==> config.mk <==
export PLATFORM = sky130hd
export DESIGN_NAME = utf8_to_code_point_decoder
export DESIGN_NICKNAME = d
export VERILOG_FILES = /design/src/utf8cp_pkg.sv /design/src/utf8cp_decode.sv /design/src/utf8_to_code_point_decoder.sv
export SDC_FILE = /design/constraint.sdc
export NUM_CORES = 1
export LEC_CHECK = 0
export ABC_AREA = 0
export CORE_MARGIN = 2
export CORE_UTILIZATION = 40
export DETAILED_ROUTE_END_ITERATION = 10
export DONT_BUFFER_PORTS = 1
export PLACE_DENSITY_LB_ADDON = 0.3
export SETUP_SLACK_MARGIN = 0.3
export SYNTH_ARGS = -nofsm -noshare
export SYNTH_HDL_FRONTEND = slang
export SYNTH_HIERARCHICAL = 1
export SYNTH_SLANG_ARGS = --single-unit
==> constraint.sdc <==
create_clock -name i_clk -period 6.5 [get_ports i_clk]
set_input_delay 1.95 -clock i_clk [delete_from_list [all_inputs] [get_ports i_clk]]
set_output_delay 1.95 -clock i_clk [all_outputs]
set_load 0.03 [all_outputs]
==> src/utf8cp_pkg.sv <==
`default_nettype none

package utf8cp_pkg;

    localparam int BYTE_W  = 8;
    localparam int CP_W    = 31;
    localparam int REM_W   = 3;
    localparam int CONT_W  = 6;
    localparam int TDATA_W = 32;

    localparam logic [REM_W-1:0] REM_ZERO = REM_W'(0);

    typedef struct packed {
        logic [REM_W-1:0] bytes_remaining;
        logic [CP_W-1:0]  partial_value;
    } t_dec_state;

    typedef struct packed {
        logic            valid;
        logic [CP_W-1:0] code_point;
        logic            invalid_lead;
    } t_dec_result;

endpackage

`default_nettype wire

==> src/utf8cp_decode.sv <==
`default_nettype none

module utf8cp_decode
    import utf8cp_pkg::*;
(
    input  wire logic [BYTE_W-1:0] i_byte,
    input  wire t_dec_state        i_state,
    output t_dec_state             o_state,
    output t_dec_result            o_result
);

    logic [CP_W-1:0]  shifted;
    logic [REM_W-1:0] rem_dec;

    assign shifted = {i_state.partial_value[CP_W-CONT_W-1:0], i_byte[CONT_W-1:0]};
    assign rem_dec = i_state.bytes_remaining - REM_W'(1);

    always_comb begin
        o_state  = i_state;
        o_result = '0;
        if (i_state.bytes_remaining != REM_ZERO) begin
            o_state.partial_value   = shifted;
            o_state.bytes_remaining = rem_dec;
            if (rem_dec == REM_ZERO) begin
                o_result.valid        = 1'b1;
                o_result.code_point   = shifted;
                o_state.partial_value = '0;
            end
        end else begin
            case (i_byte) inside
                [8'h00:8'h7F]: begin
                    o_result.valid      = 1'b1;
                    o_result.code_point = CP_W'(i_byte);
                end
                [8'h80:8'hBF]: begin
                    // A stray continuation byte is dropped and leaves the state alone.
                    o_state = i_state;
                end
                [8'hC0:8'hDF]: begin
                    o_state.partial_value   = CP_W'(i_byte[4:0]);
                    o_state.bytes_remaining = REM_W'(1);
                end
                [8'hE0:8'hEF]: begin
                    o_state.partial_value   = CP_W'(i_byte[3:0]);
                    o_state.bytes_remaining = REM_W'(2);
                end
                [8'hF0:8'hF7]: begin
                    o_state.partial_value   = CP_W'(i_byte[2:0]);
                    o_state.bytes_remaining = REM_W'(3);
                end
                [8'hF8:8'hFB]: begin
                    o_state.partial_value   = CP_W'(i_byte[1:0]);
                    o_state.bytes_remaining = REM_W'(4);
                end
                [8'hFC:8'hFD]: begin
                    o_state.partial_value   = CP_W'(i_byte[0]);
                    o_state.bytes_remaining = REM_W'(5);
                end
                default: begin
                    o_state.partial_value = '0;
                    o_result.valid        = 1'b1;
                    o_result.invalid_lead = 1'b1;
                end
            endcase
        end
    end

endmodule

`default_nettype wire

==> src/utf8_to_code_point_decoder.sv <==
// UTF-8 to code point decoder.
// One byte enters per transaction on the slave channel (s_axis_*), one code
// point leaves per transaction on the master channel (m_axis_*). Legacy 5- and
// 6-byte sequences are decoded to 31-bit code points. Lead bytes 0xFE and 0xFF
// give a result with code point zero and the invalid flag in tuser set; stray
// continuation bytes give no result.
// A byte is held in an input register, decoded combinationally against the
// sequence state and written into the output register. A result is offered once
// the byte that completes its sequence has passed through the input register
// and then the output register. Throughput is one byte per cycle while results
// are taken; the input register and output register form a two-stage pipeline
// in which the decode step advances whenever the output register is empty or
// being emptied.
// When the receiver stalls, the result is held, the input register fills and
// s_axis_tready then falls until the result is taken.
// Synchronous reset empties both registers and returns the decoder to its idle
// state, discarding any partial sequence.
`default_nettype none

module utf8_to_code_point_decoder
    import utf8cp_pkg::*;
(
    input  wire logic               i_clk,
    input  wire logic               i_rst_n,
    input  wire logic               s_axis_tvalid,
    output logic                    s_axis_tready,
    input  wire logic [BYTE_W-1:0]  s_axis_tdata,   // [7:0] data_byte
    output logic                    m_axis_tvalid,
    input  wire logic               m_axis_tready,
    output logic [TDATA_W-1:0]      m_axis_tdata,   // [30:0] code_point, [31] zero
    output logic                    m_axis_tuser    // [0] invalid_lead
);

    logic              r_in_valid;
    logic [BYTE_W-1:0] r_in_byte;
    t_dec_state        r_state;
    t_dec_state        n_state;
    t_dec_result       dec_result;
    logic              r_out_valid;
    logic [CP_W-1:0]   r_out_cp;
    logic              r_out_invalid;
    logic              advance;
    logic              out_free;

    assign out_free      = !r_out_valid || m_axis_tready;
    assign advance       = r_in_valid && out_free;
    assign s_axis_tready = !r_in_valid || advance;

    utf8cp_decode u_decode (
        .i_byte   (r_in_byte),
        .i_state  (r_state),
        .o_state  (n_state),
        .o_result (dec_result)
    );

    always_ff @(posedge i_clk) begin
        if (!i_rst_n) begin
            r_in_valid <= 1'b0;
        end else if (s_axis_tready) begin
            r_in_valid <= s_axis_tvalid;
        end
    end

    always_ff @(posedge i_clk) begin
        if (s_axis_tready && s_axis_tvalid) begin
            r_in_byte <= s_axis_tdata;
        end
    end

    always_ff @(posedge i_clk) begin
        if (!i_rst_n) begin
            r_state <= '0;
        end else if (advance) begin
            r_state <= n_state;
        end
    end

    always_ff @(posedge i_clk) begin
        if (!i_rst_n) begin
            r_out_valid <= 1'b0;
        end else if (out_free) begin
            r_out_valid <= advance && dec_result.valid;
        end
    end

    always_ff @(posedge i_clk) begin
        if (advance && dec_result.valid) begin
            r_out_cp      <= dec_result.code_point;
            r_out_invalid <= dec_result.invalid_lead;
        end
    end

    assign m_axis_tvalid = r_out_valid;
    assign m_axis_tdata  = TDATA_W'(r_out_cp);
    assign m_axis_tuser  = r_out_invalid;

endmodule

`default_nettype wire

Yosys cells after proc, flatten, opt, wreduce, memory -nomap -nowiden
Index checks and enable logic that the tools add are counted.
{ "totals": {"ff_bits": 70, "latchBits": 0, "ram_bits": 0, "mem_bits_ro": 0, "word_cells": 70, "n_memories": 0} }
{ "classes": {"n_addsub": 1, "n_mul": 0, "div_mod_pow": 0, "n_lt_le_gt_ge": 14, "n_eq_ne": 2, "shift": 0, "muxes": 26, "n_bitwise": 0, "n_reduce_logical": 20} }
{ "op_table": {"columns": ["cell", "count"], "rows": [
  ["$mux 31", 7],
  ["$mux 32", 2],
  ["$ge 8x8->1 const B", 6],
  ["$le 8x8->1 const B", 6],
  ["$mux 34", 1],
  ["$mux 3", 7],
  ["$logic_and 1x1->1", 10],
  ["$ge 8x1->1 const B", 1],
  ["$le 8x7->1 const B", 1],
  ["$mux 1", 8],
  ["$mux 8", 1],
  ["$reduce_bool 6->1", 1],
  ["$ne 2x1->1 const B", 2],
  ["$reduce_and 4->1", 1],
  ["$logic_not 3->1", 1],
  ["$reduce_and 3->1", 1],
  ["$reduce_bool 3->1", 1],
  ["$sub 3x1->3 const B", 1],
  ["$logic_not 1->1", 2],
  ["$logic_or 1x1->1", 2],
  ["$reduce_or 2->1", 1]
]} }

Longest topological paths before layout
Gate-level depths: netlist of the first run.
{ "logic_depth": {"word_depth": 11, "mapped_depth": 10, "depth_no_buf": 8} }

Cells and area by module
The synthesis of the first run kept the hierarchy.
{ "by_module_without_submodules": {"columns": ["module", "instances", "cells_per_inst", "area_each_um2"], "rows": [
  ["utf8_to_code_point_decoder", 1, 202, 2693.8],
  ["utf8cp_decode", 1, 155, 962.2]
]} }

Worst setup path after synthesis of the first run
No wires, ideal clock.
{ "synth_timing": {"kind": "input-to-output", "start": "input m_axis_tready", "end": "output s_axis_tready", "t_arrival_ns": 2.292, "t_required_ns": 4.550, "path_slack_ns": 2.258, "stages": 2, "n_path_buf": 0, "cell_sequence": "nor2b_4 nand2_1"} }
{ "synth_between": {"elab_chain_cells": 3} }
{ "synth_lines": {"columns": ["element", "line_no", "source"], "rows": [
  ["start, declared", "utf8_to_code_point_decoder.sv:29", "input wire logic m_axis_tready,"],
  ["$logic_or 1x1->1", "utf8_to_code_point_decoder.sv:45", "assign out_free = !r_out_valid || m_axis_tready;"],
  ["$logic_and 1x1->1", "utf8_to_code_point_decoder.sv:46", "assign advance = r_in_valid && out_free;"],
  ["$logic_or 1x1->1", "utf8_to_code_point_decoder.sv:47", "assign s_axis_tready = !r_in_valid || advance;"],
  ["end, declared", "utf8_to_code_point_decoder.sv:26", "output logic s_axis_tready,"]
]} }
No other way between the ends.

Worst setup path after layout of the first run
Ends and elaborated chain as after synthesis.

==> impl_results.md, run 1 <==
- Status: finished, final reports clean
- CTS Buf Count: 9
- Remaining DRCs: 0
- Pwr Density: 265 nW/µm²
- CTS Buffer Depth: 2
- Clock slew at reported path FFs: 0.07 ns
- Vias in the first global route: 2028
- Antenna diode count: 0
- RSZ-0062 raised after global routing: false
- Met3 GRT Util: 0.0415
- Fin Setup TNS: 0 ns
- Clock network power share: 0.372
- Wire per inst: 14.8 µm
- Die ar.: 9160 µm²
- Slew HR: 0.287
- Layout area overhead: 3.79%
- Row cnt: 33
- Iter 0 DRT Violations: 199
- Slew @ Worst Pin: 1.07 ns
- Ports: 47
- Num Clock Sinks: 70
- TritonCTS clock tree: yes
- Fin nets: 323
- RD Place Congestion: 0.844
- CTS root buf: clkbuf_8
- # setup viols final: 0
- Buffers & Inverters on Critical Path: 0
- Final setup margin: 2.19 ns
- Core area: 8180 µm²
- Max Slew Vio Count: 0
- H-tree depth: 3
- Net Sw Power: 0.000231 W
- Die H: 95.7 µm
- DR vias/cell: 5.13
- Final cell count without fillers: 418
- GRT Total Usage: 0.147
- Internal power: 0.000693 W
- Max FO, Critical Path: 5
- F_max: 0.232 GHz
- Family with the most delay on the worst path: simple AND/OR/NAND/NOR gates
- Critical Path Source Type: primary input
- Gr ovfl total: 0
- Cell Area, Synth: 3360 µm²
- Max-cap violation count: 0
- Post-layout min period: 4.31 ns
- Combinational power share: 0.081
- Mean Syn Cell Area: 10.5 µm²
- Leak: 1.22 nW
- GRT met2 Usage: 0.226
- Syn Nets: 336
- Detail Route Antenna Nets: 0
- Largest net degree at the start of global routing: 59
- Port bufs: 0
- Worst IR Drop VDD: 0.0938 mV
- CP Cell Sequence: nor2b_4 -> nand2_1
- Arr. time, crit path: 2.36 ns
- Final wirelength: 6.20 mm
- Setup crit end kind: output port
- CTS resizes: 0
- Period Utilization, post-route: 0.664
- GR peak layer: met2
- Critical path class: in -> out
- Sw Ratio: 0.250
- Min-delay worst type: reg -> reg
- DP Cell Count: 402
- Die X: 95.7 µm
- TritonRoute pass-1 iters: 4
- CP max-delay cell: nand2_1
- Initial antenna violation count: 0
- Final Hold Slack: 0.476 ns
- CP max stage delay: 0.24 ns
- Data required time of the worst path: 4.55 ns
- DP HPWL: 3.73 mm
- Hold Fails Final Rpt: 0
- Starting density of the core: 0.411
- Fillers: 790
- Place WS: 2.18 ns
- Post-CTS Hold Fix Bufs: 0
- DR vias: 2146
- Grt met1 use: 0.190
- Share of layout cells above drive strength 1: 0.0767
- Post-Syn Instances: 321
- Ys Warns: 6
- Register share of total power: 0.547
- Global-route wire length before repair: 10.2 mm
- Clk_lat worst skew: 0.34 ns
- # Post-CTS Setup Buffers: 0
- Worst Skew: 0.00730 ns
[sequential cells by signal, indices dropped and copies added (netlist names)]
register,count
m_axis_tuser,1
m_axis_tvalid,1
r_in_byte,8
r_in_valid,1
r_out_cp,31
r_state,28
[worst paths after layout]
kind | from | end | slack, ns | cells past startpoint
setup / recovery | m_axis_tready | s_axis_tready | 2.19 | 2
hold / removal | r_state[21]$_SDFFE_PN0P_ | r_state[21]$_SDFFE_PN0P_ | 0.48 | 2
setup reg to reg | r_state[31]$_SDFFE_PN0P_ | r_out_cp[10]$_DFFE_PP_ | 3.88 | 10
hold reg to reg | r_state[21]$_SDFFE_PN0P_ | r_state[21]$_SDFFE_PN0P_ | 0.48 | 2
[power by group through the flow]
stage / Sequential [W] / Combinational (W) / Clock [W]
2_1_floorplan: 0.000512 / 0.0000789 / 0
4_1_cts: 0.000506 / 0.0000748 / 0.000353
6_report: 0.000506 / 0.0000747 / 0.000343
3_5_place_dp: 0.000516 / 0.0000748 / 0
3_3_place_gp: 0.000516 / 0.0000740 / 0
5_1_grt: 0.000507 / 0.0000834 / 0.000376
[cell usage in the layout (no fill, tap or decap)]
master,count
nand2_1,68
edfxtp_1,40
and2_1,32
dfxtp_1,30
mux2i_1,29
nor2_1,24
a22oi_1,22
a21oi_1,11
clkbuf_8,10
o21ai_0,7
clkinv_2,4
inv_1,4
buf_4,3
nand3_1,3
ha_1,3
nor2b_4,2
nor2b_1,2
nor2_2,1
conb_1,1
bufinv_16,1
clkbuf_1,1
nor3_1,1
nor2b_2,1
and2b_1,1
a32o_1,1
a221oi_1,1
nand2b_1,1
nor2_8,1
a21boi_0,1
a311oi_1,1
a32oi_1,1
o311ai_0,1
o21a_1,1
o211ai_1,1
a21o_1,1
nor4_2,1
[per-stage QoR]
stage / utilization / cell area (µm²) / total power, W
5_1_grt: 0.427 / 3490 / 0.000966
3_5_place_dp: 0.404 / 3300 / 0.000591
2_1_floorplan: - / 3360 / 0.000591
3_3_place_gp: 0.404 / 3300 / 0.000590
6_report: 0.427 / 3490 / 0.000924
4_1_cts: 0.427 / 3490 / 0.000934
[area by class of cell]
class | count | area, µm² | share of cell area
sequential | 70 | 1800 | 0.516
timing repair buffer | 3 | 22.5 | 0.00645
clock buffer | 11 | 141 | 0.0405
inverter | 4 | 15.0 | 0.00430
clock inverter | 5 | 50.0 | 0.0143
tap | 105 | 131 | 0.0376
multi-input combinational | 220 | 1330 | 0.381
[per-layer routing]
layer	vias to the layer above	wire length, µm	part of all wire
met3	4	354	0.057
met2	59	2890	0.47
met1	1005	2880	0.46
li1	1078	-	-
met5	-	0	0
met4	0	71	0.011
Note: power is estimated with default switching activity, not from simulation.
==> inputs of run 2 (changes only) <==
==> constraint.sdc (replaced) <==
create_clock -name i_clk -period 3.7 [get_ports i_clk]
set_input_delay 1.11 -clock i_clk [delete_from_list [all_inputs] [get_ports i_clk]]
set_output_delay 1.11 -clock i_clk [all_outputs]
set_load 0.03 [all_outputs]
==> run 2 against run 1 <==
Setup slack lost 1.1 ns. Non-clock buffer count did not move. Power rose by 90%. Via count down 0.33%. Clock skew down 0.0010 ns. First-iteration DRC count down 4.5%. Register-to-register slack lost 2.4 ns. Routed wire length rose by 0.61%. Design area increased by 1.3%.
==> impl_results.md, run 2 (synthesized netlist as in run 1, its figures left out) <==
- Status: finished, final reports clean
- Port bufs: 0
- Share of layout cells above drive strength 1: 0.0767
- CP Cell Sequence: nor2b_4 -> nand2_1
- Clock slew at reported path FFs: 0.07 ns
- Fin nets: 323
- Max Slew Vio Count: 0
- Vias in the first global route: 2075
- Fillers: 794
- Critical path class: in -> out
- RSZ-0062 raised after global routing: false
- Data required time of the worst path: 2.59 ns
- Fin Setup TNS: 0 ns
- CTS resizes: 0
- Max FO, Critical Path: 5
- Remaining DRCs: 0
- CTS Buffer Depth: 2
- Wire per inst: 14.9 µm
- Post-layout min period: 2.63 ns
- DP HPWL: 3.75 mm
- Starting density of the core: 0.411
- Layout area overhead: 5.17%
- CTS Buf Count: 9
- CP max stage delay: 0.25 ns
- Final Hold Slack: 0.475 ns
- Final core occ: 0.433
- Family with the most delay on the worst path: simple AND/OR/NAND/NOR gates
- Die ar.: 9160 µm²
- Leading registers by flop count: r_out_cp (31), r_state (28), r_in_byte (8)
- DR vias: 2139
- GRT Total Usage: 0.146
- # Post-CTS Setup Buffers: 0
- Iter 0 DRT Violations: 190
- Buffers & Inverters on Critical Path: 0
- RD Place Congestion: 0.852
- Critical Path Source Type: primary input
- Antenna diode count: 0
- Pwr Density: 497 nW/µm²
- Clk_lat worst skew: 0.35 ns
- Initial antenna violation count: 0
- CP max-delay cell: nand2_1
- Setup crit end kind: output port
- Final cell count without fillers: 418
- F_max: 0.380 GHz
- DP Cell Count: 402
- Arr. time, crit path: 1.52 ns
- Largest register FFs: 31
- Worst IR Drop VDD: 0.192 mV
- Placed instance area: 3300 µm²
- Commonest non-fill, non-tap cell in the layout: nand2_1
- Top reg by flops: r_out_cp
- Post-layout instance area: 3540 µm²
- Most frequent cells in the layout: nand2_1, edfxtp_1, and2_1
- Leak: 1.23 nW
- Multi-input logic area: 1330 µm²
- Core area: 8180 µm²
- Ports: 47
- Gr ovfl total: 0
- H-tree depth: 3
- DR vias/cell: 5.12
- Row cnt: 33
- Slew @ Worst Pin: 1.07 ns
- Min-delay worst type: reg -> reg
- Post-CTS Hold Fix Bufs: 0
- Global-route wire length before repair: 10.1 mm
- TritonRoute pass-1 iters: 4
- Final wirelength: 6.24 mm
- Seq. cell area: 1800 µm²
- Largest net degree at the start of global routing: 59
- Hold Fails Final Rpt: 0
- CTS root buf: clkbuf_8
- Detail Route Antenna Nets: 0
- Max-cap violation count: 0
- TritonCTS clock tree: yes
- Period Utilization, post-route: 0.712
- Die H: 95.7 µm
- Slew HR: 0.288
- Die X: 95.7 µm
- Num Clock Sinks: 70
- Worst Skew: 0.00629 ns
- # setup viols final: 0
==> run 2: cell count changes in the layout (fill, tap and decap cells not counted) <==
cell,delta
bufinv_16,+2
clkbuf_8,-1
clkinv_2,-3
clkinvlp_4,+2
==> run 2: final cells by class <==
type / instances / area share
Clock buffer: 10 / 0.0361
Inverter: 4 / 0.00424
Tap cell: 105 / 0.0371
Clock inverter: 6 / 0.0311
Sequential cell: 70 / 0.509
Timing Repair Buffer: 3 / 0.00637
Multi-Input combinational cell: 220 / 0.376
==> run 2: stage by stage <==
step                      power (W)  setup WS, ns
after global routing        0.00182          1.05
final                       0.00176          1.07
after detailed placement    0.00104          1.06
after CTS                   0.00177          1.06
after global placement      0.00104          1.07
after floorplan             0.00104         0.517
==> run 2: routing by layer <==
layer / routed length [µm] / up-vias / GRT usage
met2: 2870 / 66 / 0.225
met4: 131 / 0 / 0.0798
met1: 2900 / 989 / 0.185
li1: - / 1073 / -
met5: 0 / - / 0
met3: 337 / 11 / 0.0423
==> run 2: power breakdown <==
| group | internal [W] | leakage [nW] | switching [W] |
|---|---|---|---|
| sequential | 0.000847 | 0.623 | 0.0000418 |
| combinational | 0.0000446 | 0.492 | 0.0000869 |
| clock | 0.000446 | 0.112 | 0.000293 |
| total | 0.00134 | 1.23 | 0.000422 |
==> run 2: final timing paths <==
path | startpoint | to | slack, ns | cells after the start
max reg2reg | r_state[31]$_SDFFE_PN0P_ | r_state[1]$_SDFFE_PN0P_ | 1.44 | 8
max | m_axis_tready | s_axis_tready | 1.07 | 2
min | r_state[22]$_SDFFE_PN0P_ | r_state[22]$_SDFFE_PN0P_ | 0.47 | 2
min reg2reg | r_state[22]$_SDFFE_PN0P_ | r_state[22]$_SDFFE_PN0P_ | 0.47 | 2
==> inputs of run 3 (changes only) <==
--- a/config.mk
+++ b/config.mk
@@ -5,7 +5,7 @@
 export SDC_FILE = /design/constraint.sdc
 export NUM_CORES = 1
 export LEC_CHECK = 0
-export ABC_AREA = 0
+export ABC_AREA = 1
 export CORE_MARGIN = 2
 export CORE_UTILIZATION = 40
 export DETAILED_ROUTE_END_ITERATION = 10
==> constraint.sdc (replaced) <==
create_clock -name i_clk -period 2.7 [get_ports i_clk]
set_input_delay 0.81 -clock i_clk [delete_from_list [all_inputs] [get_ports i_clk]]
set_output_delay 0.81 -clock i_clk [all_outputs]
set_load 0.03 [all_outputs]
==> run 3 against run 2 <==
Via count up 27%. Clock power up 26%. Combinational power rose to 2.7 times the previous value. Non-clock buffer count up 4. Sequential cell count unchanged. Routed wire length up 15%. Sequential share of layout area down 3.3 points.
==> impl_results.md, run 3 <==
- Remaining DRCs: 0
- Antenna diode count: 0
- Initial antenna violation count: 0
- Arr. time, crit path: 2.18 ns
- CTS Buffer Depth: 2
- R2R depth: 11
- Port bufs: 0
- # setup viols final: 0
- Setup crit end kind: register
- Hold Fails Final Rpt: 0
- Period Utilization, post-route: 0.793
- Clk_lat worst skew: 0.35 ns
- TritonRoute pass-1 iters: 4
- Fin Setup TNS: 0 ns
- DR vias/cell: 5.10
- CTS resizes: 0
- Core area: 8720 µm²
- Vias in the first global route: 2532
- Min-delay worst type: reg -> reg
- Wire per inst: 13.5 µm
- Ports: 47
- Syn Nets: 450
- DP HPWL: 4.67 mm
- Worst IR Drop VDD: 0.241 mV
- Final core occ: 0.434
- Num Clock Sinks: 70
- Largest register FFs: 31
- Critical path class: reg -> reg
- Starting density of the core: 0.412
- Die H: 98.8 µm
- Mean Syn Cell Area: 8.27 µm²
- Detail Route Antenna Nets: 0
- Die ar.: 9770 µm²
- Largest net degree at the start of global routing: 59
- Iter 0 DRT Violations: 235
- Row cnt: 34
- Leak: 1.44 nW
- DR vias: 2714
- Max FO, Critical Path: 32
- Slew @ Worst Pin: 0.699 ns
- Data required time of the worst path: 2.74 ns
- Post-Syn Instances: 435
- CTS root buf: clkbuf_8
- Ys Warns: 6
- Pwr Density: 681 nW/µm²
- Share of layout cells above drive strength 1: 0.113
- Gr ovfl total: 0
- RD Place Congestion: 0.866
- H-tree depth: 3
- RSZ-0062 raised after global routing: false
- Global-route wire length before repair: 12.2 mm
- TritonCTS clock tree: yes
- Critical Path Source Type: register
- Post-layout min period: 2.14 ns
- Slew HR: 0.532
- Clock slew at reported path FFs: 0.07 ns
- Most frequent cells in the layout: nand2_1, nor2_1, nand3_1
- Cells on Worst Hold Path: 2
- Final wirelength: 7.18 mm
- Cell Area, Synth: 3600 µm²
- Layout area overhead: 5.25%
- CTS Buf Count: 9
- Max Slew Vio Count: 0
- Status: finished, final reports clean
- Fin nets: 434
- Max-cap violation count: 0
- Top reg by flops: r_out_cp
- Leading registers by flop count: r_out_cp (31), r_state (28), r_in_byte (8)
- # Post-CTS Setup Buffers: 0
- Worst Skew: 0.0126 ns
- GRT Total Usage: 0.155
- F_max: 0.467 GHz
- Die X: 98.8 µm
- Post-CTS Hold Fix Bufs: 0
- Commonest non-fill, non-tap cell in the layout: nand2_1
[run 3: critical path: stages (launching register included)]
cell	delay, ns
dfxtp_1	0.39
inv_1	0.10
ha_1	0.23
inv_1	0.10
nor2_4	0.07
buf_4	0.19
nor2_4	0.15
inv_1	0.08
o21ai_0	0.07
inv_1	0.10
nor2_4	0.13
buf_12	0.20
[run 3: per-layer routing]
metal | vias up | GRT usage | part of all wire
li1 | 1378 | - | -
met1 | 1240 | 0.211 | 0.46
met2 | 87 | 0.243 | 0.47
met3 | 9 | 0.0397 | 0.053
met4 | 0 | 0.0506 | 0.015
met5 | - | 0 | 0
[run 3: final timing paths]
| kind | start | end | slack [ns] |
|---|---|---|---|
| setup / recovery | r_state[31]$_SDFFE_PN0P_ | r_out_cp[11]$_DFFE_PP_ | 0.56 |
| setup reg to reg | r_state[31]$_SDFFE_PN0P_ | r_out_cp[11]$_DFFE_PP_ | 0.56 |
| hold / removal | r_state[6]$_SDFFE_PN0P_ | r_state[6]$_SDFFE_PN0P_ | 0.51 |
| hold reg to reg | r_state[6]$_SDFFE_PN0P_ | r_state[6]$_SDFFE_PN0P_ | 0.51 |
[run 3: layout make-up]
cell class                      count  area [µm²]
Clock buffer                       12         178
Clock inverter                      4        51.3
Fill cell                         855        4930
Inverter                           50         190
Multi-Input combinational cell    281        1360
Sequential cell                    70        1800
Tap cell                          108         135
Timing Repair Buffer                7        65.1
[run 3: per-stage QoR]
step           instance area (µm²)  hold slack, ns  std cells  setup WS, ns  power, W
2_1_floorplan                 3600           0.469        435         0.473   0.00161
3_3_place_gp                  3560           0.487        516         0.634   0.00166
3_5_place_dp                  3560           0.497        516         0.577   0.00167
4_1_cts                       3790           0.516        532         0.545   0.00260
5_1_grt                       3790           0.540        532         0.317   0.00271
6_report                      3790           0.511        532         0.560   0.00258
[run 3: report_power, final]
| group | internal, W | leakage (nW) | switching, W |
|---|---|---|---|
| logic | 0.000122 | 0.730 | 0.000233 |
| clock network | 0.000539 | 0.113 | 0.000396 |
| registers | 0.00119 | 0.593 | 0.0000913 |
| total | 0.00186 | 1.44 | 0.000721 |
